File: src/mvm_pkg.sv
package mvm_pkg;

    // fixed field widths
    localparam int ACT_W     = 2;
    localparam int IDX_W     = 6;
    localparam int DIM_W     = 7;
    localparam int OUT_W     = 38;
    localparam int CFG_IDX_W = 2;
    localparam int CFG_W     = 7;

    // parameter defaults
    localparam int MAX_ROWS_DEF    = 64;
    localparam int MAX_COLS_DEF    = 64;
    localparam int VALUE_WIDTH_DEF = 16;

    // action codes
    localparam logic [ACT_W-1:0] ACT_LOAD_MATRIX = 2'd0;
    localparam logic [ACT_W-1:0] ACT_LOAD_VECTOR = 2'd1;
    localparam logic [ACT_W-1:0] ACT_COMPUTE     = 2'd2;

    // configuration register indexes
    localparam logic [CFG_IDX_W-1:0] REG_NUM_ROWS   = 2'd0;
    localparam logic [CFG_IDX_W-1:0] REG_NUM_COLS   = 2'd1;
    localparam logic [CFG_IDX_W-1:0] REG_TRANSPOSED = 2'd2;

    // token walking down the cell chain
    typedef struct packed {
        logic             valid;
        logic             accum;   // transposed row pass, accumulate locally
        logic             drain;   // transposed readout of one cell
        logic             first;
        logic             last;
        logic [IDX_W-1:0] idx;     // row, or cell to read out
    } mvm_tok_t;

    // load bus broadcast to the cells and the vector store
    typedef struct packed {
        logic             mat_we;
        logic             vec_we;
        logic [IDX_W-1:0] row;
        logic [IDX_W-1:0] col;
        logic [IDX_W-1:0] vidx;
    } mvm_wr_t;

endpackage

File: src/mvm_seq.sv
module mvm_seq #(
    parameter int MAX_ROWS    = mvm_pkg::MAX_ROWS_DEF,
    parameter int MAX_COLS    = mvm_pkg::MAX_COLS_DEF,
    parameter int VALUE_WIDTH = mvm_pkg::VALUE_WIDTH_DEF
) (
    input  logic                          clk,
    input  logic                          rst_n,
    input  logic                          adv,
    input  logic                          start,
    input  logic                          done,
    input  logic                          transposed,
    input  logic [mvm_pkg::DIM_W-1:0]     nr_eff,
    input  logic [mvm_pkg::DIM_W-1:0]     nc_eff,
    input  mvm_pkg::mvm_wr_t              wr,
    input  logic signed [VALUE_WIDTH-1:0] wr_value,
    output logic                          busy,
    output mvm_pkg::mvm_tok_t             tok,
    output logic signed [VALUE_WIDTH-1:0] vec
);
    import mvm_pkg::*;

    localparam int VEC_DEPTH = (MAX_ROWS > MAX_COLS) ? MAX_ROWS : MAX_COLS;
    localparam int VAW       = (VEC_DEPTH > 1) ? $clog2(VEC_DEPTH) : 1;

    typedef enum logic [3:0] {
        S_IDLE  = 4'b0001,
        S_ROWS  = 4'b0010,
        S_DRAIN = 4'b0100,
        S_WAIT  = 4'b1000
    } seq_state_t;

    logic signed [VALUE_WIDTH-1:0] vec_mem [VEC_DEPTH];

    seq_state_t                    state_reg;
    seq_state_t                    state_next;
    logic [DIM_W-1:0]              cnt_reg;
    logic [DIM_W-1:0]              cnt_next;
    logic                          mode_reg;
    logic                          mode_next;
    mvm_tok_t                      tok_reg;
    mvm_tok_t                      tok_next;
    logic signed [VALUE_WIDTH-1:0] vec_rd_reg;

    always_comb
    begin
        state_next = state_reg;
        cnt_next   = cnt_reg;
        mode_next  = mode_reg;
        tok_next   = '0;
        case (state_reg)
            S_IDLE:
            begin
                if (start)
                begin
                    state_next = S_ROWS;
                    cnt_next   = '0;
                    mode_next  = transposed;
                end
            end
            S_ROWS:
            begin
                tok_next.valid = 1'b1;
                tok_next.accum = mode_reg;
                tok_next.first = (cnt_reg == '0);
                tok_next.last  = (cnt_reg == nr_eff - DIM_W'(1));
                tok_next.idx   = cnt_reg[IDX_W-1:0];
                if (adv)
                begin
                    if (cnt_reg == nr_eff - DIM_W'(1))
                    begin
                        cnt_next   = '0;
                        state_next = mode_reg ? S_DRAIN : S_WAIT;
                    end
                    else
                    begin
                        cnt_next = cnt_reg + DIM_W'(1);
                    end
                end
            end
            S_DRAIN:
            begin
                tok_next.valid = 1'b1;
                tok_next.drain = 1'b1;
                tok_next.last  = (cnt_reg == nc_eff - DIM_W'(1));
                tok_next.idx   = cnt_reg[IDX_W-1:0];
                if (adv)
                begin
                    if (cnt_reg == nc_eff - DIM_W'(1))
                    begin
                        cnt_next   = '0;
                        state_next = S_WAIT;
                    end
                    else
                    begin
                        cnt_next = cnt_reg + DIM_W'(1);
                    end
                end
            end
            S_WAIT:
            begin
                if (done)
                begin
                    state_next = S_IDLE;
                end
            end
            default:
            begin
                state_next = S_IDLE;
            end
        endcase
    end

    always_ff @(posedge clk or negedge rst_n)
    begin
        if (!rst_n)
        begin
            state_reg <= S_IDLE;
            cnt_reg   <= '0;
            mode_reg  <= 1'b0;
            tok_reg   <= '0;
        end
        else
        begin
            state_reg <= state_next;
            cnt_reg   <= cnt_next;
            mode_reg  <= mode_next;
            if (adv)
            begin
                tok_reg <= tok_next;
            end
        end
    end

    always_ff @(posedge clk)
    begin
        if (wr.vec_we && ({1'b0, wr.vidx} < DIM_W'(VEC_DEPTH)))
        begin
            vec_mem[wr.vidx[VAW-1:0]] <= wr_value;
        end
        if (adv)
        begin
            vec_rd_reg <= vec_mem[cnt_reg[VAW-1:0]];
        end
    end

    assign busy = (state_reg != S_IDLE);
    assign tok  = tok_reg;
    assign vec  = vec_rd_reg;

endmodule

File: config.mk
export PLATFORM = sky130hd
export DESIGN_NAME = mvm_seq
export DESIGN_NICKNAME = d
export VERILOG_FILES = /design/src/mvm_pkg.sv /design/src/mvm_seq.sv
export SDC_FILE = /design/constraint.sdc
export NUM_CORES = 1
export LEC_CHECK = 0
export BUFFER_PORTS_ARGS = -buffer_cell sky130_fd_sc_hd__buf_2
export CORE_MARGIN = 3
export CORE_UTILIZATION = 63
export CTS_BUF_LIST = sky130_fd_sc_hd__clkbuf_2
export CTS_CLUSTER_SIZE = 28
export DETAILED_ROUTE_END_ITERATION = 10
export GPL_TIMING_DRIVEN = 0
export PLACE_DENSITY = 0.87
export SETUP_SLACK_MARGIN = 0.3
export SLEW_MARGIN = 20
export SYNTH_ARGS = -nofsm -noshare
export SYNTH_HDL_FRONTEND = slang
export SYNTH_SLANG_ARGS = --single-unit
File: constraint.sdc
create_clock -name clk -period 3.8 [get_ports clk]
set_input_delay 0.76 -clock clk [delete_from_list [all_inputs] [get_ports clk]]
set_output_delay 0.76 -clock clk [all_outputs]
set_load 0.02 [all_outputs]
# Yosys cells after proc, flatten, opt, wreduce, memory -nomap -nowiden
# Memories as Yosys holds them, arrays and structs flattened. A register that Yosys moved wholly into a read port is not among the register bits.
# Cells that the tools add are included.
op_classes:
  addsub: 3
  eq_ne: 13
  mux: 21
  reduce_logical: 6
op_table:
  columns: ["operator", "count"]
  rows:
  - ["$mux 7", 5]
  - ["$mux 4", 7]
  - ["$pmux 7 s3", 1]
  - ["$pmux 4 s4", 1]
  - ["$eq 7x7->1", 2]
  - ["$pmux 7 s2", 1]
  - ["$sub 7x1->7 const B", 2]
  - ["$ne 2x2->1 const B", 6]
  - ["$add 7x1->7 const B", 1]
  - ["$logic_not 7->1", 1]
  - ["$mux 1", 6]
  - ["$reduce_and 6->1", 1]
  - ["$eq 4x1->1 const B", 1]
  - ["$eq 4x2->1 const B", 1]
  - ["$eq 4x3->1 const B", 1]
  - ["$eq 4x4->1 const B", 1]
  - ["$ne 4x1->1 const B", 1]
  - ["$reduce_and 4->1", 1]
  - ["$reduce_bool 3->1", 1]
  - ["$reduce_and 2->1", 1]
  - ["$reduce_or 2->1", 1]
totals:
  reg_bits: 23
  mem_bits_rw: 1024
  wordCells: 53
  n_memories: 1
mem_list:
  columns: ["memory", "depth", "width", "rd", "rd_clocked_by_memory_dff", "wr", "line", "text"]
  rows:
  - ["vec_mem", 64, 16, 1, 1, 1, "mvm_seq.sv:32", "logic signed [VALUE_WIDTH-1:0] vec_mem [VEC_DEPTH];"]

# Depth between registers and ports, before layout
depth:
  ltp_word: 5
  depth_mapped: 11

# Worst setup path before layout
# OpenSTA, ideal clock, no wires.
synth_timing:
  path_type: "in2reg"
  from: "in wr[3] (netlist bit)"
  to: "mem vec_mem[48][0] (netlist bit), enable pin"
  t_arrival_ns: 2.386
  required_time_ns: 3.391
  slack_ns: 1.005
  cell_stages: 4
  path_buffers: 1
  cell_sequence: "clkbuf_1 > nor2b_1 > nand4b_1 > nor3_1"
synth_rtl:
  columns: ["item", "line", "text"]
  rows:
  - ["from (decl)", "mvm_seq.sv:14", "input mvm_pkg::mvm_wr_t wr,"]
  - ["to (decl)", "mvm_seq.sv:32", null]
# Straight into the memory's write port.

==> run summary <==
Top cells by count, synth = edfxtp_1 (1040), mux4_2 (329), nor2_1 (78)
Post-synthesis sequential area ratio = 77.0%
Maximum fanout along the worst path = 10
Clock tree sinks = 1063
Simple-gate portion of the synthesized area = 2.10%
Syn Area/Cell = 23.2 um2
Critical Path End Type = flip-flop
Post-Synth Adder-Cell Area = 0.121%
Synthesized instance count = 1783
Worst setup margin = 0.313 ns
Share of cells above drive strength 1 = 40.3%
Total vias in the final route = 22400
Area grow syn2layout = 12.1%
Fin. max-slew vios = 0
Leakage = 14.9 nW
CORE AREA = 64700 um2
Antenna Nets Post-Route = 0
CTS tree = built
First-pass GRT wire length = 154000 um
Worst slew margin = 22.1%
Place WS = -0.283 ns
Min-Delay Endpoint = state_reg[3]$_DFFE_PN0P_
Period utilization = 91.8%
Reg clk slew, reported paths = 0.12 ns
Unrepaired setup endpoints after global routing = true
Final Power = 25.7 mW
Setup TNS = 0 ns
Final Hold Viols = 0
F_max = 287 MHz
Mux cell area share after synthesis = 18.0%
CP most frequent cell = mux4_2
Synth Warn # = 0
Worst slew pin tran = 1.16 ns
Post-synth ARST share = 2.16%
Final core occ = 71.6%
Initial antenna violation count = 8
Number of synthesized register bits = 1063
Crit path launch type = flip-flop
Most common cell in the netlist = edfxtp_1
Switching power = 7.38 mW
H-tree depth = 4
Synth Cell Area = 41300 um2
Reg-to-reg setup timing slack = 0.31 ns
Worst Path Required = 5.02 ns
Peak VDD IR = 0.345 mV
Post-synth EDFFs = 1040
Root Driver = clkbuf_2
Power share of the sequential group = 50.9%
Vias in the first global route = 22500
Die H = 262 um
Die width = 262 um
Status = finished, final reports clean
DRT Wirelength = 109000 um
Pwr per Cell Area = 555 nW/um2
Number of flip-flops under the largest register name = 1024
Routed length per instance = 33.6 um
XOR/XNOR Fraction of Synth Area = 0.275%
Max-cap check violation count = 0
Avg Vias per Cell = 6.92
GRT overflow = 0
CP max-delay cell = mux4_2
Number of unique standard cell types used by synthesis = 57
RR Startpoint = cnt_reg[1]$_DFFE_PN0P_
GPL Wtd Cong = 0.856
Worst skew pair latency = 1.54 ns
P_int = 18.3 mW
Compound-Gate Fraction of Synth Area = 1.15%
Hold Path Depth = 5
PortBufs = 64
Skew final = 0.0899 ns
Main synth FF type = edfxtp_1
Die area = 68700 um2
Row cnt = 93
Period minus WS final = 3.49 ns
CP max stage delay = 0.61 ns
Total GRT Usage = 32.5%
Combinational Power Share = 20.3%
Hold_sp = done
CTS Buffer Depth = 3
Largest net degree at the start of global routing = 65
CTS buffer count = 239
Largest family of logic cells by synthesized area = multiplexers
Final nets = 2243
Main area contributors after synthesis = edfxtp_1 (76%), mux4_2 (18%), dfrtp_1 (1.3%)
Sw frac = 28.7%
Post-Syn Nets = 1843
Dpl hpwl = 69300 um
Setup violators final = 0
Initial core utilization = 63.9%
Type of the worst setup path = reg -> reg
Worst R2R Path Depth = 6
Clock power frac = 28.8%
Worst EP arrival = 4.71 ns
Ports = 84
DR DRC count = 0
Critical path cell sequence = buf_2 > clkbuf_2 > buf_2 > mux4_2 > mux4_2 > mux4_2
First-pass DRT Iterations = 5
Initial DRC count = 3582
RR Endpoint = vec[1]$_DFFE_PP_
Hold Path Class = in -> reg
Yosys top cell area share = 75.6%
Biggest area consumer among synthesized cells = edfxtp_1
layout make-up:
cell class | count | area [um2]
clock inverters | 81 | 522
fillers | 3553 | 18400
repair buffers | 159 | 1430
diodes | 9 | 22.5
clock buffers | 349 | 1750
flip-flops and latches | 1063 | 31800
plain buffers | 93 | 529
well taps | 855 | 1070
multi-input cells | 606 | 9120
inverters | 21 | 78.8
metal layers:
metal  GRT usage [%]  part of all wire (%)
met5               0                 0.025
met2            50.3                    49
met3            10.2                    14
met4            15.6                   4.8
met1            43.0                    32
cell families (layout without fill, tap and decap cells):
family / after synthesis / after routing
AOI/OAI and AO/OA: 68 / 68
xor gates and xnor gates: 13 / 13
adders and majority gates: 4 / 4
buffers and inverters: 114 / 703
DFF: 1063 / 1063
muxes: 332 / 332
other: 0 / 9
and+or+nand+nor: 189 / 189
layout by cell type, fill, tap and decap left out, types with 4 or more instances in the layout:
master	count
buf_6	57
nand2b_1	8
o21ai_0	14
clkinv_1	58
inv_1	20
nor2_1	16
bufinv_16	7
nor3_1	6
clkinv_2	8
nand2_1	46
inv_2	4
ha_1	4
or3_1	5
mux4_2	329
xor2_1	7
nand4_1	6
a211oi_1	6
buf_1	8
buf_8	15
nor2_2	62
xnor2_1	6
diode_2	9
buf_2	67
nor2b_1	9
o22ai_1	4
clkbuf_2	367
nand3_1	12
clkbuf_1	30
dfrtp_1	22
buf_4	20
dlygate4sd3_1	33
a21oi_1	11
o21ai_1	4
edfxtp_1	1040
timing repair:
item	in CTS	in global routing
hold buffers	30	4
buffers inserted	1	0
resized for setup	22	8
endpoints found under the setup margin	17	10
hold endpoints to repair	718	214
pin swaps	0	0
worst max-delay path, delay by kind of cell (launching register included):
kind	cells	cell delay, ns
buffers and inverters	3	1.27
DFF	1	0.39
muxes	3	1.55
how the worst max path moves through the flow:
stage	from	endpoint	slack [ns]
2_1_floorplan	wr[3]	vec_mem[48][0]$_DFFE_PP_	1.01
3_3_place_gp	cnt_reg[1]$_DFFE_PN0P_	vec[13]$_DFFE_PP_	-0.29
3_5_place_dp	cnt_reg[1]$_DFFE_PN0P_	vec[2]$_DFFE_PP_	-0.28
4_1_cts	state_reg[0]$_DFFE_PN1P_	busy	0.27
5_1_grt	state_reg[0]$_DFFE_PN1P_	busy	0.24
6_report	cnt_reg[1]$_DFFE_PN0P_	vec[1]$_DFFE_PP_	0.31
power by group through the flow:
stage          clock network (mW)  logic, mW  registers, mW
2_1_floorplan                   0       3.22           13.4
3_3_place_gp                    0       4.80           13.3
3_5_place_dp                    0       5.04           13.4
4_1_cts                      7.44       5.13           13.1
5_1_grt                      8.03       5.38           13.1
6_report                     7.40       5.21           13.1
through the flow:
stage | cells | area [um2] | hold WS [ns]
finish | 3236 | 46300 | 0.127
global route | 3236 | 46300 | 0.0154
CTS | 3222 | 46200 | 0.000252
detailed placement | 2761 | 43600 | 0.505
global placement | 2702 | 42700 | 0.487
floorplan | 1783 | 41300 | 0.464
Note: power is estimated with default switching activity, not from simulation.
