`src/mvm_pkg.sv`:
```
package mvm_pkg;

    // fixed field widths
    localparam int ACT_W     = 2;
    localparam int IDX_W     = 6;
    localparam int DIM_W     = 7;
    localparam int OUT_W     = 38;
    localparam int CFG_IDX_W = 2;
    localparam int CFG_W     = 7;

    // parameter defaults
    localparam int MAX_ROWS_DEF    = 64;
    localparam int MAX_COLS_DEF    = 64;
    localparam int VALUE_WIDTH_DEF = 16;

    // action codes
    localparam logic [ACT_W-1:0] ACT_LOAD_MATRIX = 2'd0;
    localparam logic [ACT_W-1:0] ACT_LOAD_VECTOR = 2'd1;
    localparam logic [ACT_W-1:0] ACT_COMPUTE     = 2'd2;

    // configuration register indexes
    localparam logic [CFG_IDX_W-1:0] REG_NUM_ROWS   = 2'd0;
    localparam logic [CFG_IDX_W-1:0] REG_NUM_COLS   = 2'd1;
    localparam logic [CFG_IDX_W-1:0] REG_TRANSPOSED = 2'd2;

    // token walking down the cell chain
    typedef struct packed {
        logic             valid;
        logic             accum;   // transposed row pass, accumulate locally
        logic             drain;   // transposed readout of one cell
        logic             first;
        logic             last;
        logic [IDX_W-1:0] idx;     // row, or cell to read out
    } mvm_tok_t;

    // load bus broadcast to the cells and the vector store
    typedef struct packed {
        logic             mat_we;
        logic             vec_we;
        logic [IDX_W-1:0] row;
        logic [IDX_W-1:0] col;
        logic [IDX_W-1:0] vidx;
    } mvm_wr_t;

endpackage

```
`src/mvm_cell.sv`:
```
module mvm_cell #(
    parameter int MAX_ROWS    = mvm_pkg::MAX_ROWS_DEF,
    parameter int VALUE_WIDTH = mvm_pkg::VALUE_WIDTH_DEF,
    parameter int IDX         = 0
) (
    input  logic                          clk,
    input  logic                          rst_n,
    input  logic                          adv,
    input  logic [mvm_pkg::DIM_W-1:0]     nc_eff,
    input  mvm_pkg::mvm_wr_t              wr,
    input  logic signed [VALUE_WIDTH-1:0] wr_value,
    input  mvm_pkg::mvm_tok_t             tok_in,
    input  logic signed [VALUE_WIDTH-1:0] vec_in,
    input  logic signed [mvm_pkg::OUT_W-1:0] sum_in,
    output mvm_pkg::mvm_tok_t             tok_out,
    output logic signed [VALUE_WIDTH-1:0] vec_out,
    output logic signed [mvm_pkg::OUT_W-1:0] sum_out
);
    import mvm_pkg::*;

    localparam int ROW_AW  = (MAX_ROWS > 1) ? $clog2(MAX_ROWS) : 1;
    localparam int PROD_W  = 2 * VALUE_WIDTH;

    // one matrix column lives in this cell
    logic signed [VALUE_WIDTH-1:0] col_mem [MAX_ROWS];

    logic signed [VALUE_WIDTH-1:0] v_reg;
    logic signed [VALUE_WIDTH-1:0] rd_reg;
    logic signed [VALUE_WIDTH-1:0] vec0_reg;
    logic signed [VALUE_WIDTH-1:0] vec1_reg;
    logic signed [PROD_W-1:0]      prod_reg;
    logic signed [OUT_W-1:0]       acc_reg;
    logic signed [OUT_W-1:0]       acc_next;
    logic signed [OUT_W-1:0]       sum_reg;
    logic signed [OUT_W-1:0]       sum_next;
    logic signed [OUT_W-1:0]       prod_ext;
    logic signed [OUT_W-1:0]       contrib;
    mvm_tok_t                      tok0_reg;
    mvm_tok_t                      tok1_reg;
    mvm_tok_t                      tok2_reg;
    logic                          active;
    logic                          mat_hit;
    logic                          vec_hit;

    assign active  = (DIM_W'(IDX) < nc_eff);
    assign mat_hit = wr.mat_we && (wr.col == IDX_W'(IDX))
                  && ({1'b0, wr.row} < DIM_W'(MAX_ROWS));
    assign vec_hit = wr.vec_we && (wr.vidx == IDX_W'(IDX));

    always_ff @(posedge clk)
    begin
        if (mat_hit)
        begin
            col_mem[wr.row[ROW_AW-1:0]] <= wr_value;
        end
        if (adv)
        begin
            rd_reg <= col_mem[tok0_reg.idx[ROW_AW-1:0]];
        end
    end

    always_ff @(posedge clk)
    begin
        if (vec_hit)
        begin
            v_reg <= wr_value;
        end
    end

    always_ff @(posedge clk or negedge rst_n)
    begin
        if (!rst_n)
        begin
            tok0_reg <= '0;
            tok1_reg <= '0;
            tok2_reg <= '0;
        end
        else if (adv)
        begin
            tok0_reg <= tok_in;
            tok1_reg <= tok0_reg;
            tok2_reg <= tok1_reg;
        end
    end

    assign prod_ext = OUT_W'(prod_reg);

    always_comb
    begin
        acc_next = acc_reg;
        if (tok2_reg.valid && tok2_reg.accum)
        begin
            acc_next = (tok2_reg.first ? '0 : acc_reg) + prod_ext;
        end

        contrib = '0;
        if (tok2_reg.drain)
        begin
            if (tok2_reg.idx == IDX_W'(IDX))
            begin
                contrib = acc_reg;
            end
        end
        else if (!tok2_reg.accum && active)
        begin
            contrib = prod_ext;
        end
        sum_next = sum_in + contrib;
    end

    always_ff @(posedge clk)
    begin
        if (adv)
        begin
            vec0_reg <= vec_in;
            vec1_reg <= vec0_reg;
            // transposed rows use the streamed vector element, normal rows our own
            prod_reg <= rd_reg * (tok1_reg.accum ? vec1_reg : v_reg);
            acc_reg  <= acc_next;
            sum_reg  <= sum_next;
        end
    end

    assign tok_out = tok0_reg;
    assign vec_out = vec0_reg;
    assign sum_out = sum_reg;

endmodule

```
`config.mk`:
```
export PLATFORM = sky130hd
export DESIGN_NAME = mvm_cell
export DESIGN_NICKNAME = d
export VERILOG_FILES = /design/src/mvm_pkg.sv /design/src/mvm_cell.sv
export SDC_FILE = /design/constraint.sdc
export NUM_CORES = 2
export LEC_CHECK = 0
export ABC_CLOCK_PERIOD_IN_PS = 15400
export BUFFER_PORTS_ARGS = -buffer_cell sky130_fd_sc_hd__clkbuf_2
export CAP_MARGIN = 20
export CORE_ASPECT_RATIO = 1.2
export CORE_MARGIN = 4
export CORE_UTILIZATION = 50
export CTS_CLUSTER_SIZE = 20
export DETAILED_ROUTE_END_ITERATION = 10
export PLACE_DENSITY = 0.7
export REMOVE_ABC_BUFFERS = 1
export SETUP_SLACK_MARGIN = 0.3
export SLEW_MARGIN = 30
export SYNTH_ARGS = -nofsm -noshare
export SYNTH_HDL_FRONTEND = slang
export SYNTH_SLANG_ARGS = --single-unit
export TNS_END_PERCENT = 20
```
`constraint.sdc`:
```
create_clock -name clk -period 15.4 [get_ports clk]
set_clock_uncertainty 0.05 [all_clocks]
set_input_delay 1.54 -clock clk [delete_from_list [all_inputs] [get_ports clk]]
set_output_delay 1.54 -clock clk [all_outputs]
set_load 0.1 [all_outputs]
```
# Yosys cells after proc, flatten, opt, wreduce, memory -nomap -nowiden
# Memory sizes are Yosys's and may differ from the RTL's. A register that Yosys moved wholly into a read port is not among the register bits.
# Cells that the tools add are included.
# W data, S select, Z words.
# word_totals
register_bits,187
ramBits,1024
in_bits,111
word_cells,43
memories,1
# memory_table
memory,words,width,read_ports,rd_clocked_by_memory_dff,wr,line_no,rtl
col_mem,64,16,1,1,1,mvm_cell.sv:25,logic signed [VALUE_WIDTH-1:0] col_mem [MAX_ROWS];
# op_classes
add_sub_neg,2
multipliers,1
n_lt_le_gt_ge,1
mux,7
n_reduce_logical,9
# op_table
operator,n
$mux W38,4
$add A38 B38 Y38,2
$mul A16 B32 Y32,1
$mux W32,1
$logic_not A6 Y1,3
$lt A1 B7 Y1 const A,1
$logic_and A1 B1 Y1,4
$mux W1,2
$reduce_and A2 Y1,1
$logic_not A1 Y1,1

# Longest topological paths before layout
# depth
ltp_word,5
mapped_depth,27
ltp_nobuf,24

# Least setup slack after synthesis
# Ideal clock, no wire load.
# synth_timing
path_type,flip-flop to flip-flop
startpoint,register tok1_reg[9] (netlist name)
endpoint,"register prod_reg[31], data pin"
setup_time_ns,0.260
arrival_ns,6.747
slack_ns,8.343
path_stages_with_launch,24
synth_period_minus_slack_ns,7.057
cell_sequence,dfrtp_1 -> clkbuf_1 -> clkbuf_1 -> mux2_2 -> clkbuf_1 -> nand2_1 -> inv_1 -> fa_1 -> fa_1 -> fa_1 -> fa_1 -> fa_1 -> inv_1 -> fa_1 -> inv_1 -> ha_1 -> and3_1 -> and3_1 -> nor4b_1 -> a21oi_1 -> nand4_1 -> nand4b_1 -> a21oi_1 -> xnor2_1
# synth_between
elab_chain_len,2
# synth_rtl
item,line_no,rtl
from (decl),mvm_cell.sv:39,mvm_tok_t tok1_reg;
from (signal assigned),mvm_cell.sv:81,tok1_reg <= tok0_reg;
$mux W32,mvm_cell.sv:118,prod_reg <= rd_reg * (tok1_reg.accum ? vec1_reg : v_reg);
$mul A16 B32 Y32,mvm_cell.sv:118,
to (signal assigned),mvm_cell.sv:118,
to (decl),mvm_cell.sv:31,logic signed [PROD_W-1:0] prod_reg;
# No other way between the ends.
# A chain may end at the register's enable or synchronous reset.

# Worst setup path after layout
# layout_timing
startpoint,register tok1_reg[9] (netlist name)
endpoint,"register prod_reg[30], data pin"
# The elaborated chain is that of the path after synthesis.

==> out/summary.txt <==
CTS Hold Bufs - 0
Vias in the first global route - 32110
Max cap viols - 0
RSZ-0062 raised after global routing - no
Min-Delay Path Class - reg -> reg
H-tree depth - 3
Die Ht - 386.5 um
Synth top area share - 60.16%
Netlist cell types - 71
Pre-CTS setup slack - 8.046 ns
Crit-path max FO - 18
Num CTS Buffers - 116
Gr usage total - 21.02%
Routed WL - 128700 um
Hold Violations, Final - 0
First-pass GRT wire length - 198200 um
Share of cells above drive strength 1 - 22.34%
Ys flop type - edfxtp_1
Initial antenna violation count - 4
Die area - 125000 um^2
Post_cts resized - 0
Worst setup SP type - register
ANT cells - 0
Top post-synthesis cells by area - edfxtp_1, mux4_2, fa_1, ha_1, inv_1
Asr flop ratio synth - 2.526%
DRT Pass-1 Iters - 5
TritonCTS clock tree - yes
Measured slew at the worst slew-check pin - 0.9465 ns
GR Overflow Total - 0
Nets@finish - 4261
GPL Wtd Cong - 0.8586
Area growth from synthesis to layout - 11.43%
Cell row count - 138
Syn_area_per_cell - 17.18 um^2
Starting Density - 50.47%
Register bit total from synthesis - 1227
I/O pin count - 176
Ys Warns - 0
Finish-stage setup viols - 0
Highest cell delay on the worst timing path - 0.85 ns
Worst path slowest cell - dfrtp_1
Final period utilization - 48.22%
Worst-Skew Late Latency - 0.73 ns
Pin count of the biggest net entering global routing - 143
DIE WIDTH - 323.4 um
Max FFs per register - 1024
Post-synthesis sequential area ratio - 61.46%
Clock Path Buffers - 3
Critical path class - reg -> reg
TritonCTS Sinks - 1227
Post-DR wirelength/cell - 23.98 um
Clock root buffer master - clkbuf_16
Setup TNS - 0 ns
Initial DRC Count - 2513
Minimum clock period - 7.426 ns
EDFF count, synth - 1196
Placed cells - 5152
Max Fclk - 134.7 MHz
CP bufs+invs - 4
Slew Limit Fails - 0
Vias - 30600
Non-filler cells, final - 5367
Postcts setup bufs - 0
Outcome - finished, final reports clean
Post-Synthesis Cells - 3475
Most common cell on crit path - fa_1
Core area - 118300 um^2
Worst setup margin - 7.974 ns
Post-DRT Antenna Nets - 0
Crit-path cells - mux2_2 -> and2_1 -> fa_1 -> inv_1 -> fa_1 -> fa_1 -> fa_1 -> inv_1 -> fa_1 -> inv_1 -> fa_1 -> inv_1 -> ha_1 -> a21o_1 -> a221o_1 -> a31o_2 -> a21oi_2 -> o211a_1 -> o21ai_1 -> a31o_2 -> a21oi_1 -> xnor2_1
IO Port Bufs - 175
DR DRC count - 0
Detailed Place HPWL - 85680 um
Critical Path RT - 15.82 ns
Worst Path Arrival - 7.85 ns
Hold slack - 0.4042 ns
Slew headroom - 36.90%
Worst-path clk slew - 0.06 ns
Drt via density - 5.701
Top delay family on crit path - adder cells
Cell Area, Synth - 59700 um^2
Critical Path End Type - register
Top cell type by total area after synthesis - edfxtp_1
[worst register-to-register path, stage by stage, from the launching register on]
cell and delay, ns:
dfrtp_1 0.85, mux2_2 0.56, and2_1 0.24, fa_1 0.54, inv_1 0.05, fa_1 0.47, fa_1 0.52, fa_1 0.56
inv_1 0.05, fa_1 0.47, inv_1 0.05, fa_1 0.47, inv_1 0.04, ha_1 0.32, a21o_1 0.18, a221o_1 0.37
a31o_2 0.23, a21oi_2 0.32, o211a_1 0.23, o21ai_1 0.10, a31o_2 0.24, a21oi_1 0.16, xnor2_1 0.09
[synthesized netlist by cell type (14+ instances only)]
cell type,count
a22o_1,31
fa_1,264
edfxtp_1,1196
and2_1,117
a21oi_1,93
nand3_1,15
inv_1,310
nand2_1,175
nor2b_1,59
clkbuf_1,87
buf_1,19
o21bai_1,16
mux4_2,336
ha_1,156
xor2_1,22
mux2_2,46
dfrtp_1,31
nand2b_1,19
nor2_1,128
nor3_1,14
buf_2,15
xnor2_1,82
o21ai_0,44
a21o_1,36
[kinds of logic after synthesis]
kind of cell               after synthesis  synth area share (%)
AOI/OAI and AO/OA                      305                 3.448
xor gates and xnor gates               104                 1.526
DFF                                   1227                 61.46
buffers and inverters                  445                 2.930
adders and majority gates              420                 12.12
muxes                                  383                 13.56
and+or+nand+nor                        591                 4.953
[per-layer routing]
| metal | track usage, % | routed length [um] | up-vias |
|---|---|---|---|
| met5 | 0 | 16 | - |
| met4 | 5.863 | 2952 | 2 |
| met3 | 3.033 | 7396 | 181 |
| met2 | 36.93 | 67610 | 944 |
| met1 | 27.45 | 50740 | 15850 |
| li1 | - | - | 13620 |
[stage by stage]
| stage | cell area, um^2 | utilization, % |
|---|---|---|
| floorplan | 59110 | - |
| global placement | 62730 | 53.04 |
| detailed placement | 62750 | 53.05 |
| CTS | 66520 | 56.24 |
| global route | 66520 | 56.24 |
| finish | 66520 | 56.24 |
[worst paths after layout]
kind                              from      endpoint  slack, ns  depth (start not counted)
min reg2reg                vec_out[10]  vec1_reg[10]       0.40                          0
max reg2reg                tok1_reg[9]  prod_reg[30]       7.97                         22
min in group asynchronous        rst_n  tok2_reg[10]       0.75                          1
max                        tok1_reg[9]  prod_reg[30]       7.97                         22
min                        vec_out[10]  vec1_reg[10]       0.40                          0
max in group asynchronous        rst_n    tok_out[1]      14.11                          1
[layout by cell type (no fill, tap or decap), types with 6 or more instances in the layout]
cell type,instances
a211oi_1,11
nand2_1,175
mux2_2,46
clkinv_2,14
bufinv_16,9
a22o_1,31
mux4_2,336
a21o_1,36
o21ai_0,44
clkbuf_1,35
nor2_2,7
ha_1,156
fa_1,264
or2_2,9
and2_1,117
clkbuf_16,119
nand2b_1,19
xor2_1,22
o21bai_1,16
nand3b_1,6
o21ai_1,6
nand3_1,15
o21a_1,9
nor2b_1,59
a31oi_1,8
clkinv_1,20
clkbuf_2,173
dfrtp_1,27
edfxtp_1,1196
and3_1,11
nor3_1,14
inv_1,310
a21oi_1,93
nand4_1,10
buf_4,94
nor2_1,121
xnor2_1,82
[cell type report]
class	count	area (um^2)
multi-input combinational	1803	21310
timing repair buffer	272	1650
inverter	310	1164
fill	8958	51760
clock inverter	59	631.9
tap	1540	1927
sequential	1227	36710
clock buffer	156	3137
Power is not shown: default switching activity piles up to over one toggle a cycle in this logic, so the estimate is an artifact.
